**src/sfcs_pkg.sv**
```systemverilog
// ----------------------------------------------------------------------------
// sfcs_pkg
// Shared types, constants and the crc-8 step for the sensor frame decoder.
// ----------------------------------------------------------------------------
package sfcs_pkg;

  // crc-8 parameters, msb first, no final xor
  localparam logic [7:0] CRC_POLY = 8'h31;
  localparam logic [7:0] CRC_INIT = 8'hFF;

  // byte positions inside one six-byte frame
  localparam logic [2:0] POS_T_MSB = 3'd0;
  localparam logic [2:0] POS_T_LSB = 3'd1;
  localparam logic [2:0] POS_T_CRC = 3'd2;
  localparam logic [2:0] POS_H_MSB = 3'd3;
  localparam logic [2:0] POS_H_LSB = 3'd4;
  localparam logic [2:0] POS_H_CRC = 3'd5;

  // scaling constants: spans and offset in hundredths, raw full scale in counts
  localparam logic [14:0] TEMP_SPAN_CENTI   = 15'd17500;
  localparam logic [15:0] TEMP_OFFSET_CENTI = 16'd4500;
  localparam logic [13:0] HUM_SPAN_CENTI    = 14'd10000;
  localparam logic [15:0] RAW_FULL_SCALE    = 16'hFFFF;

  // legal result ranges
  localparam logic signed [14:0] TEMP_MIN_CENTI = -15'sd4500;
  localparam logic signed [14:0] TEMP_MAX_CENTI = 15'sd13000;
  localparam logic [13:0]        HUM_MAX_CENTI  = 14'd10000;

  // one decoded frame waiting to be scaled
  typedef struct packed {
    logic [15:0] raw_temp;
    logic [15:0] raw_hum;
    logic        crc_ok;
  } sfcs_job_t;

  // queue status seen by the front, the back and the top level
  typedef struct packed {
    logic full;
    logic empty;
  } sfcs_qstat_t;

  // crc-8 over one byte, msb first
  function automatic logic [7:0] crc8_byte(input logic [7:0] crc, input logic [7:0] b);
    logic [7:0] c;
    c = crc ^ b;
    for (int k = 0; k < 8; k++) begin
      if (c[7]) begin
        c = {c[6:0], 1'b0} ^ CRC_POLY;
      end else begin
        c = {c[6:0], 1'b0};
      end
    end
    return c;
  endfunction

endpackage

```
**src/sfcs_front.sv**
```systemverilog
// ----------------------------------------------------------------------------
// sfcs_front
// Tracks the byte position, runs the crc checks and assembles raw words;
// hands one job per complete frame to the queue.
// ----------------------------------------------------------------------------
module sfcs_front
  import sfcs_pkg::*;
(
  input  logic        clk,
  input  logic        rst_n,
  input  logic        in_valid,
  output logic        in_ready,
  input  logic [7:0]  in_data_byte,
  input  logic        in_frame_start,
  input  sfcs_qstat_t q_stat,
  output logic        q_push,
  output sfcs_job_t   q_job
);

  logic [2:0]  pos_r, pos_nxt;
  logic [7:0]  crc_r, crc_nxt;
  logic [15:0] raw_temp_r, raw_temp_nxt;
  logic [15:0] raw_hum_r, raw_hum_nxt;
  logic        temp_good_r, temp_good_nxt;

  logic        accept;
  logic [2:0]  pos;
  logic [7:0]  crc_seed;
  logic [7:0]  crc_calc;

  assign in_ready = !q_stat.full;
  assign accept   = in_valid && in_ready;

  // resync on frame start or an out-of-range position
  assign pos      = (in_frame_start || pos_r > POS_H_CRC) ? POS_T_MSB : pos_r;
  assign crc_seed = (pos == POS_T_MSB || pos == POS_H_MSB) ? CRC_INIT : crc_r;
  assign crc_calc = crc8_byte(crc_seed, in_data_byte);

  // per-position update
  always_comb begin
    pos_nxt       = pos_r;
    crc_nxt       = crc_r;
    raw_temp_nxt  = raw_temp_r;
    raw_hum_nxt   = raw_hum_r;
    temp_good_nxt = temp_good_r;
    q_push        = 1'b0;
    q_job.raw_temp = raw_temp_r;
    q_job.raw_hum  = raw_hum_r;
    q_job.crc_ok   = temp_good_r && (crc_r == in_data_byte);
    if (accept) begin
      pos_nxt = (pos >= POS_H_CRC) ? POS_T_MSB : pos + 3'd1;
      unique case (pos)
        POS_T_MSB: begin
          crc_nxt      = crc_calc;
          raw_temp_nxt = {in_data_byte, 8'h00};
        end
        POS_T_LSB: begin
          crc_nxt      = crc_calc;
          raw_temp_nxt = {raw_temp_r[15:8], in_data_byte};
        end
        POS_T_CRC: begin
          temp_good_nxt = (crc_r == in_data_byte);
          crc_nxt       = CRC_INIT;
        end
        POS_H_MSB: begin
          crc_nxt     = crc_calc;
          raw_hum_nxt = {in_data_byte, 8'h00};
        end
        POS_H_LSB: begin
          crc_nxt     = crc_calc;
          raw_hum_nxt = {raw_hum_r[15:8], in_data_byte};
        end
        default: begin
          crc_nxt = CRC_INIT;
          q_push  = 1'b1;
        end
      endcase
    end
  end

  // frame state
  always_ff @(posedge clk) begin
    if (!rst_n) begin
      pos_r       <= POS_T_MSB;
      crc_r       <= CRC_INIT;
      raw_temp_r  <= '0;
      raw_hum_r   <= '0;
      temp_good_r <= 1'b0;
    end else begin
      pos_r       <= pos_nxt;
      crc_r       <= crc_nxt;
      raw_temp_r  <= raw_temp_nxt;
      raw_hum_r   <= raw_hum_nxt;
      temp_good_r <= temp_good_nxt;
    end
  end

endmodule

```
**src/sfcs_queue.sv**
```systemverilog
// ----------------------------------------------------------------------------
// sfcs_queue
// Small fifo of decoded frames between the front and the scaling back end.
// ----------------------------------------------------------------------------
module sfcs_queue
  import sfcs_pkg::*;
#(
  parameter int DEPTH = 2
) (
  input  logic        clk,
  input  logic        rst_n,
  input  logic        push,
  input  sfcs_job_t   wr_job,
  input  logic        pop,
  output sfcs_job_t   rd_job,
  output sfcs_qstat_t stat
);

  localparam int AW = $clog2(DEPTH);
  localparam int CW = $clog2(DEPTH + 1);

  sfcs_job_t     slots_r [DEPTH];
  logic [AW-1:0] wr_ptr_r, wr_ptr_nxt;
  logic [AW-1:0] rd_ptr_r, rd_ptr_nxt;
  logic [CW-1:0] count_r, count_nxt;

  assign stat.full  = (count_r == CW'(DEPTH));
  assign stat.empty = (count_r == '0);
  assign rd_job     = slots_r[rd_ptr_r];

  // pointer and fill count
  always_comb begin
    wr_ptr_nxt = wr_ptr_r;
    rd_ptr_nxt = rd_ptr_r;
    count_nxt  = count_r;
    if (push) begin
      wr_ptr_nxt = (wr_ptr_r == AW'(DEPTH - 1)) ? '0 : wr_ptr_r + 1'b1;
    end
    if (pop) begin
      rd_ptr_nxt = (rd_ptr_r == AW'(DEPTH - 1)) ? '0 : rd_ptr_r + 1'b1;
    end
    if (push && !pop) begin
      count_nxt = count_r + 1'b1;
    end else if (pop && !push) begin
      count_nxt = count_r - 1'b1;
    end
  end

  always_ff @(posedge clk) begin
    if (!rst_n) begin
      wr_ptr_r <= '0;
      rd_ptr_r <= '0;
      count_r  <= '0;
    end else begin
      wr_ptr_r <= wr_ptr_nxt;
      rd_ptr_r <= rd_ptr_nxt;
      count_r  <= count_nxt;
    end
  end

  // storage
  always_ff @(posedge clk) begin
    if (push) begin
      slots_r[wr_ptr_r] <= wr_job;
    end
  end

endmodule

```
**src/sfcs_back.sv**
```systemverilog
// ----------------------------------------------------------------------------
// sfcs_back
// Scales raw words to hundredths in two stages and holds the last good values
// in the output register.
// ----------------------------------------------------------------------------
module sfcs_back
  import sfcs_pkg::*;
(
  input  logic               clk,
  input  logic               rst_n,
  input  sfcs_qstat_t        q_stat,
  input  sfcs_job_t          q_job,
  output logic               q_pop,
  output logic               out_valid,
  input  logic               out_ready,
  output logic signed [14:0] out_temperature_centi,
  output logic        [13:0] out_humidity_centi,
  output logic               out_crc_ok
);

  // floor(x / 65535) for x below 2^31 with quotient well below 65535
  function automatic logic [15:0] div_full_scale(input logic [31:0] x);
    logic [15:0] q;
    logic [16:0] s;
    q = x[31:16];
    s = {1'b0, q} + {1'b0, x[15:0]};
    return q + 16'(s >= {1'b0, RAW_FULL_SCALE});
  endfunction

  logic        mul_valid_r, mul_valid_nxt;
  logic        mul_ok_r;
  logic [30:0] prod_temp_r;
  logic [29:0] prod_hum_r;

  logic        out_valid_r, out_valid_nxt;
  logic [14:0] temp_r, temp_nxt;
  logic [13:0] hum_r, hum_nxt;
  logic        ok_r, ok_nxt;

  logic        out_load_ok;
  logic        out_load;
  logic        mul_adv;
  logic [15:0] temp_div;
  logic [15:0] hum_div;
  logic [15:0] temp_centi;

  assign out_load_ok = !out_valid_r || out_ready;
  assign out_load    = mul_valid_r && out_load_ok;
  assign mul_adv     = !mul_valid_r || out_load_ok;
  assign q_pop       = mul_adv && !q_stat.empty;

  // stage one: constant multiplies
  assign mul_valid_nxt = mul_adv ? !q_stat.empty : mul_valid_r;

  always_ff @(posedge clk) begin
    if (!rst_n) begin
      mul_valid_r <= 1'b0;
    end else begin
      mul_valid_r <= mul_valid_nxt;
    end
  end

  always_ff @(posedge clk) begin
    if (q_pop) begin
      mul_ok_r    <= q_job.crc_ok;
      prod_temp_r <= 31'(q_job.raw_temp) * 31'(TEMP_SPAN_CENTI);
      prod_hum_r  <= 30'(q_job.raw_hum) * 30'(HUM_SPAN_CENTI);
    end
  end

  // stage two: divide by full scale, offset, hold on crc failure
  assign temp_div   = div_full_scale({1'b0, prod_temp_r});
  assign hum_div    = div_full_scale({2'b00, prod_hum_r});
  assign temp_centi = temp_div - TEMP_OFFSET_CENTI;

  always_comb begin
    temp_nxt      = temp_r;
    hum_nxt       = hum_r;
    ok_nxt        = ok_r;
    out_valid_nxt = out_valid_r;
    if (out_load) begin
      out_valid_nxt = 1'b1;
      ok_nxt        = mul_ok_r;
      if (mul_ok_r) begin
        temp_nxt = temp_centi[14:0];
        hum_nxt  = hum_div[13:0];
      end
    end else if (out_ready) begin
      out_valid_nxt = 1'b0;
    end
  end

  // output register doubles as the held good values
  always_ff @(posedge clk) begin
    if (!rst_n) begin
      out_valid_r <= 1'b0;
      temp_r      <= '0;
      hum_r       <= '0;
      ok_r        <= 1'b0;
    end else begin
      out_valid_r <= out_valid_nxt;
      temp_r      <= temp_nxt;
      hum_r       <= hum_nxt;
      ok_r        <= ok_nxt;
    end
  end

  assign out_valid             = out_valid_r;
  assign out_temperature_centi = $signed(temp_r);
  assign out_humidity_centi    = hum_r;
  assign out_crc_ok            = ok_r;

endmodule

```
**src/sensor_frame_crc_scaler.sv**
```systemverilog
// ----------------------------------------------------------------------------
// sensor_frame_crc_scaler
// Six-byte sensor frame decoder: crc-8 check and scaling to hundredths.
// ----------------------------------------------------------------------------
// Accepts one byte per cycle while the queue is not full. The sixth byte of a
// frame yields one result beat through the queue write, the multiply stage and
// the output register; new bytes are taken while earlier frames are scaled.
// A stalled output fills the queue, and the input stalls only once it is full.
// Synchronous active-low reset clears position, crc, held values and queue.
module sensor_frame_crc_scaler
  import sfcs_pkg::*;
#(
  parameter int QUEUE_DEPTH = 2
) (
  input  logic               clk,
  input  logic               rst_n,
  input  logic               in_valid,
  output logic               in_ready,
  input  logic [7:0]         in_data_byte,
  input  logic               in_frame_start,
  output logic               out_valid,
  input  logic               out_ready,
  output logic signed [14:0] out_temperature_centi,
  output logic        [13:0] out_humidity_centi,
  output logic               out_crc_ok
);

  sfcs_qstat_t q_stat;
  sfcs_job_t   push_job;
  sfcs_job_t   pop_job;
  logic        q_push;
  logic        q_pop;

  // front: byte position, crc, raw words
  sfcs_front u_front (
    .clk            (clk),
    .rst_n          (rst_n),
    .in_valid       (in_valid),
    .in_ready       (in_ready),
    .in_data_byte   (in_data_byte),
    .in_frame_start (in_frame_start),
    .q_stat         (q_stat),
    .q_push         (q_push),
    .q_job          (push_job)
  );

  // frame queue
  sfcs_queue #(
    .DEPTH (QUEUE_DEPTH)
  ) u_queue (
    .clk    (clk),
    .rst_n  (rst_n),
    .push   (q_push),
    .wr_job (push_job),
    .pop    (q_pop),
    .rd_job (pop_job),
    .stat   (q_stat)
  );

  // back: scaling and output register
  sfcs_back u_back (
    .clk                   (clk),
    .rst_n                 (rst_n),
    .q_stat                (q_stat),
    .q_job                 (pop_job),
    .q_pop                 (q_pop),
    .out_valid             (out_valid),
    .out_ready             (out_ready),
    .out_temperature_centi (out_temperature_centi),
    .out_humidity_centi    (out_humidity_centi),
    .out_crc_ok            (out_crc_ok)
  );

`ifndef SYNTHESIS
  // no write into a full queue
  a_no_push_full: assert property (@(posedge clk) disable iff (!rst_n)
    q_push |-> !q_stat.full)
    else $error("frame pushed into full queue");

  // no read from an empty queue
  a_no_pop_empty: assert property (@(posedge clk) disable iff (!rst_n)
    q_pop |-> !q_stat.empty)
    else $error("frame popped from empty queue");

  // scaled values stay within the sensor range
  a_range: assert property (@(posedge clk) disable iff (!rst_n)
    out_valid |-> (out_temperature_centi >= TEMP_MIN_CENTI
                   && out_temperature_centi <= TEMP_MAX_CENTI
                   && out_humidity_centi <= HUM_MAX_CENTI))
    else $error("scaled value out of range");

  // a failed frame leaves the held values untouched
  a_hold_on_fail: assert property (@(posedge clk) disable iff (!rst_n)
    $rose(out_valid) && !out_crc_ok |->
      $stable(out_temperature_centi) && $stable(out_humidity_centi))
    else $error("held values changed on crc failure");
`endif

endmodule

```
**config.mk**
```make
export PLATFORM = sky130hd
export DESIGN_NAME = sensor_frame_crc_scaler
export DESIGN_NICKNAME = d
export VERILOG_FILES = /design/src/sfcs_pkg.sv /design/src/sfcs_front.sv /design/src/sfcs_queue.sv /design/src/sfcs_back.sv /design/src/sensor_frame_crc_scaler.sv
export SDC_FILE = /design/constraint.sdc
export NUM_CORES = 1
export LEC_CHECK = 0
export ABC_AREA = 1
export BUFFER_PORTS_ARGS = -buffer_cell sky130_fd_sc_hd__clkbuf_2
export CAP_MARGIN = 20
export CORE_MARGIN = 5
export CORE_UTILIZATION = 50
export DETAILED_ROUTE_END_ITERATION = 7
export GPL_TIMING_DRIVEN = 1
export PLACE_DENSITY = 0.66
export SYNTH_ARGS = -nofsm -noshare
export SYNTH_HDL_FRONTEND = slang
export SYNTH_SLANG_ARGS = --single-unit
export TNS_END_PERCENT = 20
```
**constraint.sdc**
```tcl
create_clock -name clk -period 11.47 [get_ports clk]
set_input_delay 2.294 -clock clk [delete_from_list [all_inputs] [get_ports clk]]
set_output_delay 2.294 -clock clk [all_outputs]
set_load 0.02 [all_outputs]
```
==> impl_metrics.csv, run 1 <==
group,metric,value,unit
synthesis,synth.distinct_cells,46,
synthesis,yosys.area_share.simple,0.140,
sta,finalSetupTns,0,ns
placement,dp_slack,6.05,ns
critical_path,r2r_slack,6.02,ns
die,ios,45,
sta,worst_slack,6.02,ns
critical_path,critical_path.endpoint_type,"flop",
critical_path,crit_chain,"buf_4, o21ai_0, inv_1, ha_1, inv_1, fa_1, inv_1, ha_1, fa_1, inv_1, fa_1, inv_1, ha_1, nand2_1, a21oi_1, nor3b_1, nand3_1, a21oi_1, nor3_1, nor2_1, o21ai_0",
synthesis,syn-cell-area,0.0153,mm^2
cts,cts-buffers-inserted,23,
sta,finalClockSkew,0.0102,ns
critical_path,worstRegToRegCells,21,
layout,fillers,2778,
placement,gp_congestion,0.960,
cts,clk_latency,0.51,ns
critical_path,r2r_end,"u_back.prod_temp_r[30]",
global_routing,met1_usage,0.274,
synthesis,postSynthCellCount,1717,
drt,ant_nets,0,
synthesis,synth_area_per_cell,8.94,um^2
global_routing,grt_util_met2,0.329,
synthesis,seq_area_frac_synth,0.344,
critical_path,cp.arrival,5.69,ns
synthesis,synth_top_area_frac,0.239,
cts,path_clk_slew,0.06,ns
synthesis,synthesis.nets,2013,
critical_path,criticalPathCategory,"reg2reg",
die,coreArea,0.0304,mm^2
cts,cts_root_buffer,"clkbuf_16",
layout,nNetsFinal,2062,
drt,vias,11308,
placement,io_buffers,44,
critical_path,cp_common_cell,"inv_1",
drt,wl_per_cell,15.0,um
sta,whs,0.452,ns
critical_path,required,11.72,ns
layout,antenna_cells,0,
layout,mostFrequentLayoutCells,"317 x inv_1, 285 x nand2_1, 201 x ha_1",
cts,clockBufferDepth,3,
run,drv_cap,0,
synthesis,synth_top_family_by_area,"adder cells",
layout,layout-drive-gt1-share,0.0768,
global_routing,grt_max_degree,60,
global_routing,grt_pass1_wl,55.3,mm
die,die_h,185,um
layout,instances_no_fill,2179,
sta,hold_viol,0,
critical_path,cp-endpoint,"u_back.prod_temp_r[30]",
global_routing,grt-ovfl-total,0,
critical_path,critPathMaxFanout,52,
synthesis,yosysWarnings,0,
placement,dp_cells,2134,
drt,via_per_inst,5.19,
outcome,status,"complete, no violations",
sta,maxSlewViolCount,0,
drt,drc_errors,0,
hold_path,hp-class,"reg2reg",
drt,wirelength,32.7,mm
synthesis,muxShareOfSynthArea,0.0103,
synthesis,ys_seq_elements,203,
synthesis,synthXorXnorAreaFrac,0.0411,
sta,setup_viol,0,
global_routing,grt_pass1_vias,11166,
global_routing,antenna_found_initial,0,
critical_path,crit_slowest_cell,"fa_1",
sta,relSlewSlack,0.373,
critical_path,cp-start-kind,"flop",
layout,layout_commonest_cell,"inv_1",
sta,max_clock_freq,184,MHz
synthesis,synthAdderAreaFrac,0.271,
sta,min_period,5.45,ns
synthesis,synth_compound_area_frac,0.107,
die,die_area,0.0343,mm^2
placement,dpl.hpwl,26.4,mm
global_routing,met3_usage,0.0224,
global_routing,grt.total_usage,0.195,
synthesis,yosysTopAreaCell,"edfxtp_1",
cts,holdBufCountCts,0,
drt,drtPass1Iterations,5,
layout,area_delta_synth_final,9.23,%
sta,tightest_slew,0.931,ns
cts,htree_levels,1,
synthesis,synth_area_leaders,"edfxtp_1 24%, ha_1 16%, fa_1 11%, dfxtp_1 11%, inv_1 7.8%",
cts,clock-sinks,203,
cts,cts_setup_buffers,0,
layout,multi_input_area,0.00874,mm^2
critical_path,slowest_delay,0.52,ns
global_routing,busiest_layer,"met2",
hold_path,hold_path.startpoint,"u_front.raw_temp_r[12]",
cts,cts-resized-gates,0,
sta,rsz0062_at_grt,"no",
die,rows,64,
sta,min_period_over_period,0.475,
die,die_w,185,um
drt,drt_iter0_drc,563,
cts,cts_tree,"done",
die,start_util,0.504,
layout,seq_area,0.00529,mm^2
## through the flow
step / utilization / area [um^2]
CTS: 0.549 / 16700
global route: 0.551 / 16800
detailed placement: 0.525 / 16000
global placement: 0.525 / 16000
floorplan: - / 15300
finish: 0.551 / 16800
## worst max-delay path, delay by kind of cell, from the launching register on
kind	cells	cell delay, ns
AO/OA/AOI/OAI	4	0.95
AND/OR/NAND/NOR	5	0.77
buffers and inverters	6	0.68
adder cells (fa/ha/maj)	6	2.50
flip-flops	1	0.29
## Yosys cell counts, drive strengths merged
master  count
o31ai       1
o21bai     12
inv       322
nand3b      2
edfxtp    122
o211ai      8
a21o        5
o221ai      3
o211a       1
xor2       44
o21a        3
nor2       72
nor3b       4
buf         6
or2         5
a211oi      1
mux2       14
nand4      19
fa         82
a21boi      5
nor4        4
o21ai     116
ha        201
xnor2      28
nand2     302
nor3       13
a211o       1
a31oi      12
dfxtp      81
clkbuf     21
a22oi       1
nand3      74
a21oi     132
## worst min path at each step
stage                                   endpoint  slack, ns  depth (start not counted)
after CTS                 u_queue.slots_r[0][15]       0.45                          0
after floorplan           u_queue.slots_r[0][10]       0.42                          0
after global placement    u_queue.slots_r[1][15]       0.43                          0
final                     u_queue.slots_r[1][29]       0.45                          0
after global routing      u_queue.slots_r[1][15]       0.46                          0
after detailed placement  u_queue.slots_r[1][15]       0.43                          0
## cells by family after synthesis
| logic type | count (synthesis) |
|---|---|
| adders and majority gates | 283 |
| buffers and inverters | 349 |
| AOI/OAI and AO/OA | 301 |
| and+or+nand+nor | 495 |
| muxes | 14 |
| xor gates and xnor gates | 72 |
| DFF | 203 |
## registers in the layout, summed over array words and instances (netlist names), 2 cells and up, named ones only
name and count:
u_back.out_humidity_centi 14, u_back.out_temperature_centi 15, u_back.prod_hum_r 26, u_back.prod_temp_r 29, u_front.crc_r 8, u_front.pos_r 3, u_front.raw_hum_r 16, u_front.raw_temp_r 16
u_queue.count_r 2, u_queue.slots_r 66
## metal layers
metal,up-vias,share of wire
met3,59,0.036
met1,5269,0.49
met5,-,0
met4,0,0.020
li1,5765,-
met2,215,0.46
## final cells by class
type,instances,share of cell area
Multi-Input combinational cell,1165,0.521
Sequential cell,203,0.315
Inverter,322,0.0721
Clock buffer,27,0.0371
Tap cell,396,0.0296
Timing Repair Buffer,51,0.0182
Clock inverter,15,0.00664
Power of run 1 is left out: the tool's default activity adds up to more than one toggle a clock period on the data nets, which glitch-free logic cannot reach.
==> run 2: changes to the inputs <==
- clock period: 11.47 -> 5.46 ns (I/O delays scaled with it)
==> run 2 against run 1 <==
- critical path depth down 3
- final area up 0.19%
- fmax up 7.3%
- via count down 0.78%
- die area unchanged
- routed wire length down 2.0%
- worst setup slack worse by 5.6 ns
- highest routed layer unchanged
- sequential share of layout area down 0.054 points
==> impl_metrics.csv, run 2 (synthesis gave the netlist of run 1 again) <==
group,metric,value,unit
cts,path_clk_slew,0.06,ns
sta,max_clock_freq,197,MHz
cts,clockBufferDepth,3,
sta,finalSetupTns,0,ns
sta,hold_viol,0,
layout,largest_reg_flops,66,
global_routing,antenna_found_initial,0,
sta,min_period,5.07,ns
global_routing,grt_pass1_wl,54.1,mm
cts,htree_levels,1,
layout,nNetsFinal,2067,
cts,cts_setup_buffers,0,
die,coreArea,0.0304,mm^2
sta,maxSlewViolCount,0,
sta,whs,0.452,ns
global_routing,grt_pass1_vias,11111,
cts,cts_root_buffer,"clkbuf_16",
hold_path,hold_depth,0,
hold_path,hold_path.startpoint,"u_front.raw_temp_r[12]",
drt,drtPass1Iterations,5,
cts,clk_latency,0.51,ns
critical_path,cp-start-kind,"flop",
sta,tightest_slew,1.00,ns
die,rows,64,
cts,cts_tree,"done",
layout,area_delta_synth_final,9.44,%
drt,wl_per_cell,14.7,um
cts,holdBufCountCts,0,
sta,rsz0062_at_grt,"no",
sta,min_period_over_period,0.929,
critical_path,critical_path.endpoint_type,"flop",
drt,drc_errors,0,
layout,layout_commonest_cell,"inv_1",
drt,drt_iter0_drc,573,
critical_path,cp.arrival,5.31,ns
drt,vias,11220,
critical_path,r2r_slack,0.39,ns
drt,via_per_inst,5.14,
critical_path,critPathMaxFanout,22,
die,start_util,0.504,
die,die_h,185,um
critical_path,worstRegToRegCells,18,
layout,layout-drive-gt1-share,0.0812,
sta,setup_viol,0,
placement,dpl.hpwl,25.9,mm
placement,gp_congestion,0.951,
layout,largest_register,"u_queue.slots_r",
drt,wirelength,32.0,mm
placement,io_buffers,44,
outcome,status,"complete, no violations",
global_routing,grt_max_degree,60,
global_routing,grt-ovfl-total,0,
die,die_area,0.0343,mm^2
die,ios,45,
run,drv_cap,0,
global_routing,grt.total_usage,0.190,
critical_path,required,5.70,ns
die,die_w,185,um
layout,mostFrequentLayoutCells,"317 x inv_1, 285 x nand2_1, 201 x ha_1",
layout,reg_top3,"u_queue.slots_r (66), u_back.prod_temp_r (29), u_back.prod_hum_r (26)",
drt,ant_nets,0,
cts,cts-buffers-inserted,23,
cts,clock-sinks,203,
layout,antenna_cells,0,
hold_path,hp-class,"reg2reg",
critical_path,criticalPathCategory,"reg2reg",
hold_path,min_to,"u_queue.slots_r[1][29]",
sta,relSlewSlack,0.323,
critical_path,r2r_end,"u_back.prod_temp_r[23]",
sta,finalClockSkew,0.0239,ns
run 2: what timing repair did:
item / CTS / global route
hold endpoints to repair: 0 / 0
resized for setup: 0 / 6
setup endpoints to repair: 0 / 8
run 2: final cells by class:
| type | count | area (um^2) |
|---|---|---|
| Clock buffer | 26 | 597 |
| Sequential cell | 203 | 5290 |
| Fill cell | 2735 | 13600 |
| Timing Repair Buffer | 56 | 335 |
| Multi-Input combinational cell | 1165 | 8750 |
| Clock inverter | 13 | 128 |
| Tap cell | 396 | 495 |
| Inverter | 322 | 1210 |
run 2: worst max path at each step:
stage / startpoint / endpoint / slack [ns] / cells after the start
3_5_place_dp: flop / u_back.prod_temp_r[24] / 0.21 / 20
5_1_grt: flop / u_back.prod_temp_r[29] / 0.04 / 22
4_1_cts: flop / u_back.prod_temp_r[24] / 0.20 / 20
3_3_place_gp: flop / u_back.prod_temp_r[23] / 0.28 / 17
2_1_floorplan: flop / u_back.prod_hum_r[26] / 0.40 / 20
6_report: flop / u_back.prod_temp_r[23] / 0.39 / 18
run 2: critical path, stage by stage (launching register included):
cell and delay [ns]:
dfxtp_2 0.35, buf_12 0.16, o21ai_0 0.52, inv_1 0.30, ha_1 0.37, inv_1 0.04, ha_1 0.30, ha_1 0.31
fa_1 0.49, inv_1 0.05, fa_1 0.52, inv_1 0.04, ha_1 0.38, a21oi_1 0.17, inv_1 0.06, a31oi_1 0.13
a21boi_1 0.31, o21ai_1 0.11, xor2_1 0.18
run 2: layer usage:
| layer | up-vias | GRT usage | routed length (um) |
|---|---|---|---|
| li1 | 5773 | - | - |
| met1 | 5180 | 0.266 | 15500 |
| met2 | 206 | 0.318 | 14500 |
| met3 | 61 | 0.0212 | 1040 |
| met4 | 0 | 0.0499 | 945 |
| met5 | - | 0 | 0 |
run 2: through the flow:
stage | std cells | util | setup slack [ns] | area [um^2]
finish | 2181 | 0.552 | 0.387 | 16800
global route | 2181 | 0.552 | 0.0382 | 16800
CTS | 2180 | 0.551 | 0.204 | 16800
detailed placement | 2141 | 0.527 | 0.210 | 16000
global placement | 2141 | 0.527 | 0.278 | 16000
floorplan | 1717 | - | 0.404 | 15300
Power of run 2 is left out for the same reason.
==> run 3: changes to the inputs <==
- GPL_TIMING_DRIVEN: 1 -> 0
==> run 3 against run 2 <==
- sequential share of layout area down 0.31 points
- die area unchanged
- count of clock-buffer cells in the layout up 7
- first-iteration DRC count up 7.9%
- global-route usage up 0.94 points
- critical path depth up 2
- non-clock buffer count up 19
- cell count up 1.0%
- clock skew down 0.0060 ns
- utilization up 0.56 points
- routed wire length up 3.9%
==> impl_metrics.csv, run 3 (synthesis gave the netlist of run 1 again) <==
group,metric,value,unit
outcome,status,"complete, no violations",
placement,place_area,0.0162,mm^2
global_routing,grt_max_degree,32,
die,die_area,0.0343,mm^2
critical_path,worstRegToRegCells,20,
sta,hold_viol,0,
cts,cts-buffers-inserted,23,
critical_path,crit_slowest_cell,"fa_1",
sta,max_clock_freq,194,MHz
die,die_w,185,um
die,rows,64,
cts,holdBufCountCts,0,
placement,gp_congestion,0.917,
critical_path,cp-start-kind,"flop",
critical_path,critical_path.endpoint_type,"flop",
cts,clock-sinks,203,
critical_path,slowest_delay,0.53,ns
global_routing,grt-ovfl-total,0,
global_routing,grt.total_usage,0.200,
cts,cts_root_buffer,"clkbuf_16",
layout,layout_commonest_cell,"inv_1",
global_routing,antenna_found_initial,0,
critical_path,cp_common_cell,"inv_1",
drt,drc_errors,0,
drt,drtPass1Iterations,5,
critical_path,required,5.70,ns
layout,area_delta_synth_final,10.5,%
placement,io_buffers,43,
sta,rsz0062_at_grt,"yes",
global_routing,grt_pass1_vias,11345,
hold_path,hold_path.startpoint,"u_front.raw_hum_r[11]",
sta,min_period,5.15,ns
layout,reg_top3,"u_queue.slots_r (66), u_back.prod_temp_r (29), u_back.prod_hum_r (26)",
cts,htree_levels,1,
critical_path,crit_chain,"clkbuf_4, mux2_4, ha_1, inv_1, fa_1, inv_1, ha_1, fa_1, inv_1, fa_1, inv_1, ha_1, nand2_1, a21oi_1, nor3b_1, nand3_1, a21oi_2, nor3_1, nor2_1, o21ai_0",
drt,wl_per_cell,15.1,um
sta,relSlewSlack,0.334,
critical_path,r2r_end,"u_back.prod_temp_r[30]",
die,die_h,185,um
layout,nNetsFinal,2086,
hold_path,hp-class,"reg2reg",
layout,largest_reg_flops,66,
cts,clk_latency,0.51,ns
sta,maxSlewViolCount,0,
global_routing,grt_pass1_wl,56.4,mm
hold_path,min_to,"u_queue.slots_r[0][12]",
layout,layout-drive-gt1-share,0.0863,
critical_path,cp.arrival,5.38,ns
critical_path,critPathMaxFanout,10,
drt,ant_nets,0,
placement,dpl.hpwl,27.6,mm
sta,setup_viol,0,
layout,design_area,0.0170,mm^2
sta,finalClockSkew,0.0178,ns
critical_path,r2r_slack,0.31,ns
layout,antenna_cells,0,
drt,vias,11487,
sta,min_period_over_period,0.943,
sta,tightest_slew,0.988,ns
layout,mostFrequentLayoutCells,"314 x inv_1, 285 x nand2_1, 201 x ha_1",
die,coreArea,0.0304,mm^2
cts,path_clk_slew,0.06,ns
drt,wirelength,33.3,mm
layout,largest_register,"u_queue.slots_r",
cts,cts_tree,"done",
run,drv_cap,0,
drt,drt_iter0_drc,618,
critical_path,criticalPathCategory,"reg2reg",
die,start_util,0.504,
die,ios,45,
drt,via_per_inst,5.21,
cts,clockBufferDepth,3,
hold_path,hold_depth,0,
-- run 3: cell count changes in the layout (fill, tap and decap cells not counted), sizes merged --
| cell | previous run | this run |
|---|---|---|
| inv | 325 | 323 |
| clkinvlp | 7 | 2 |
| buf | 12 | 14 |
| clkinv | 2 | 5 |
| clkbuf | 70 | 94 |
-- run 3: area by class of cell --
type | count | area (um^2)
Fill cell | 2751 | 13500
Multi-Input combinational cell | 1165 | 8790
Sequential cell | 203 | 5290
Inverter | 322 | 1210
Clock buffer | 33 | 664
Tap cell | 396 | 495
Timing Repair Buffer | 49 | 308
Buffer | 26 | 135
Clock inverter | 9 | 81.3
-- run 3: routing by layer --
layer  part of all wire  global-route usage  vias to the layer above
met5                  0                   0                        -
li1                   -                   -                     5812
met2               0.45               0.325                      251
met4              0.018              0.0426                        0
met1               0.49               0.290                     5390
met3              0.048              0.0236                       34
-- run 3: worst max-delay path by stage --
stage                                         to  slack, ns  depth (start not counted)
final                     u_back.prod_temp_r[30]       0.31                         20
after global routing      u_back.prod_temp_r[30]     -0.009                         22
after CTS                 u_back.prod_temp_r[30]       0.01                         21
after detailed placement  u_back.prod_temp_r[28]      -0.49                         22
after global placement     u_back.prod_hum_r[26]      -0.44                         20
after floorplan            u_back.prod_hum_r[26]       0.40                         20
-- run 3: what timing repair did --
action	in CTS	in global routing
pin swaps	0	2
cloned	0	0
buffers inserted	0	1
endpoints found under the hold margin	0	0
setup endpoints to repair	23	16
resized for setup	12	28
-- run 3: through the flow --
stage                     TNS [ns]  setup WS [ns]  cells   util  hold slack (ns)
after floorplan                  0          0.404   1717      -            0.420
after global placement       -3.94         -0.439   2156  0.528            0.430
after detailed placement     -5.27         -0.489   2161  0.531            0.434
after CTS                        0         0.0142   2202  0.556            0.450
after global routing       -0.0131       -0.00928   2203  0.558            0.459
final                            0          0.314   2203  0.558            0.454
-- run 3: critical path: cells and delay by family, from the launching register on --
family / cells / cell delay (ns)
adder cells (fa/ha/maj): 6 / 2.45
AND/OR/NAND/NOR: 5 / 0.78
buffers and inverters: 5 / 0.45
flip-flops: 1 / 0.42
AO/OA/AOI/OAI: 3 / 0.39
multiplexers: 1 / 0.38
Power of run 3 is left out for the same reason.
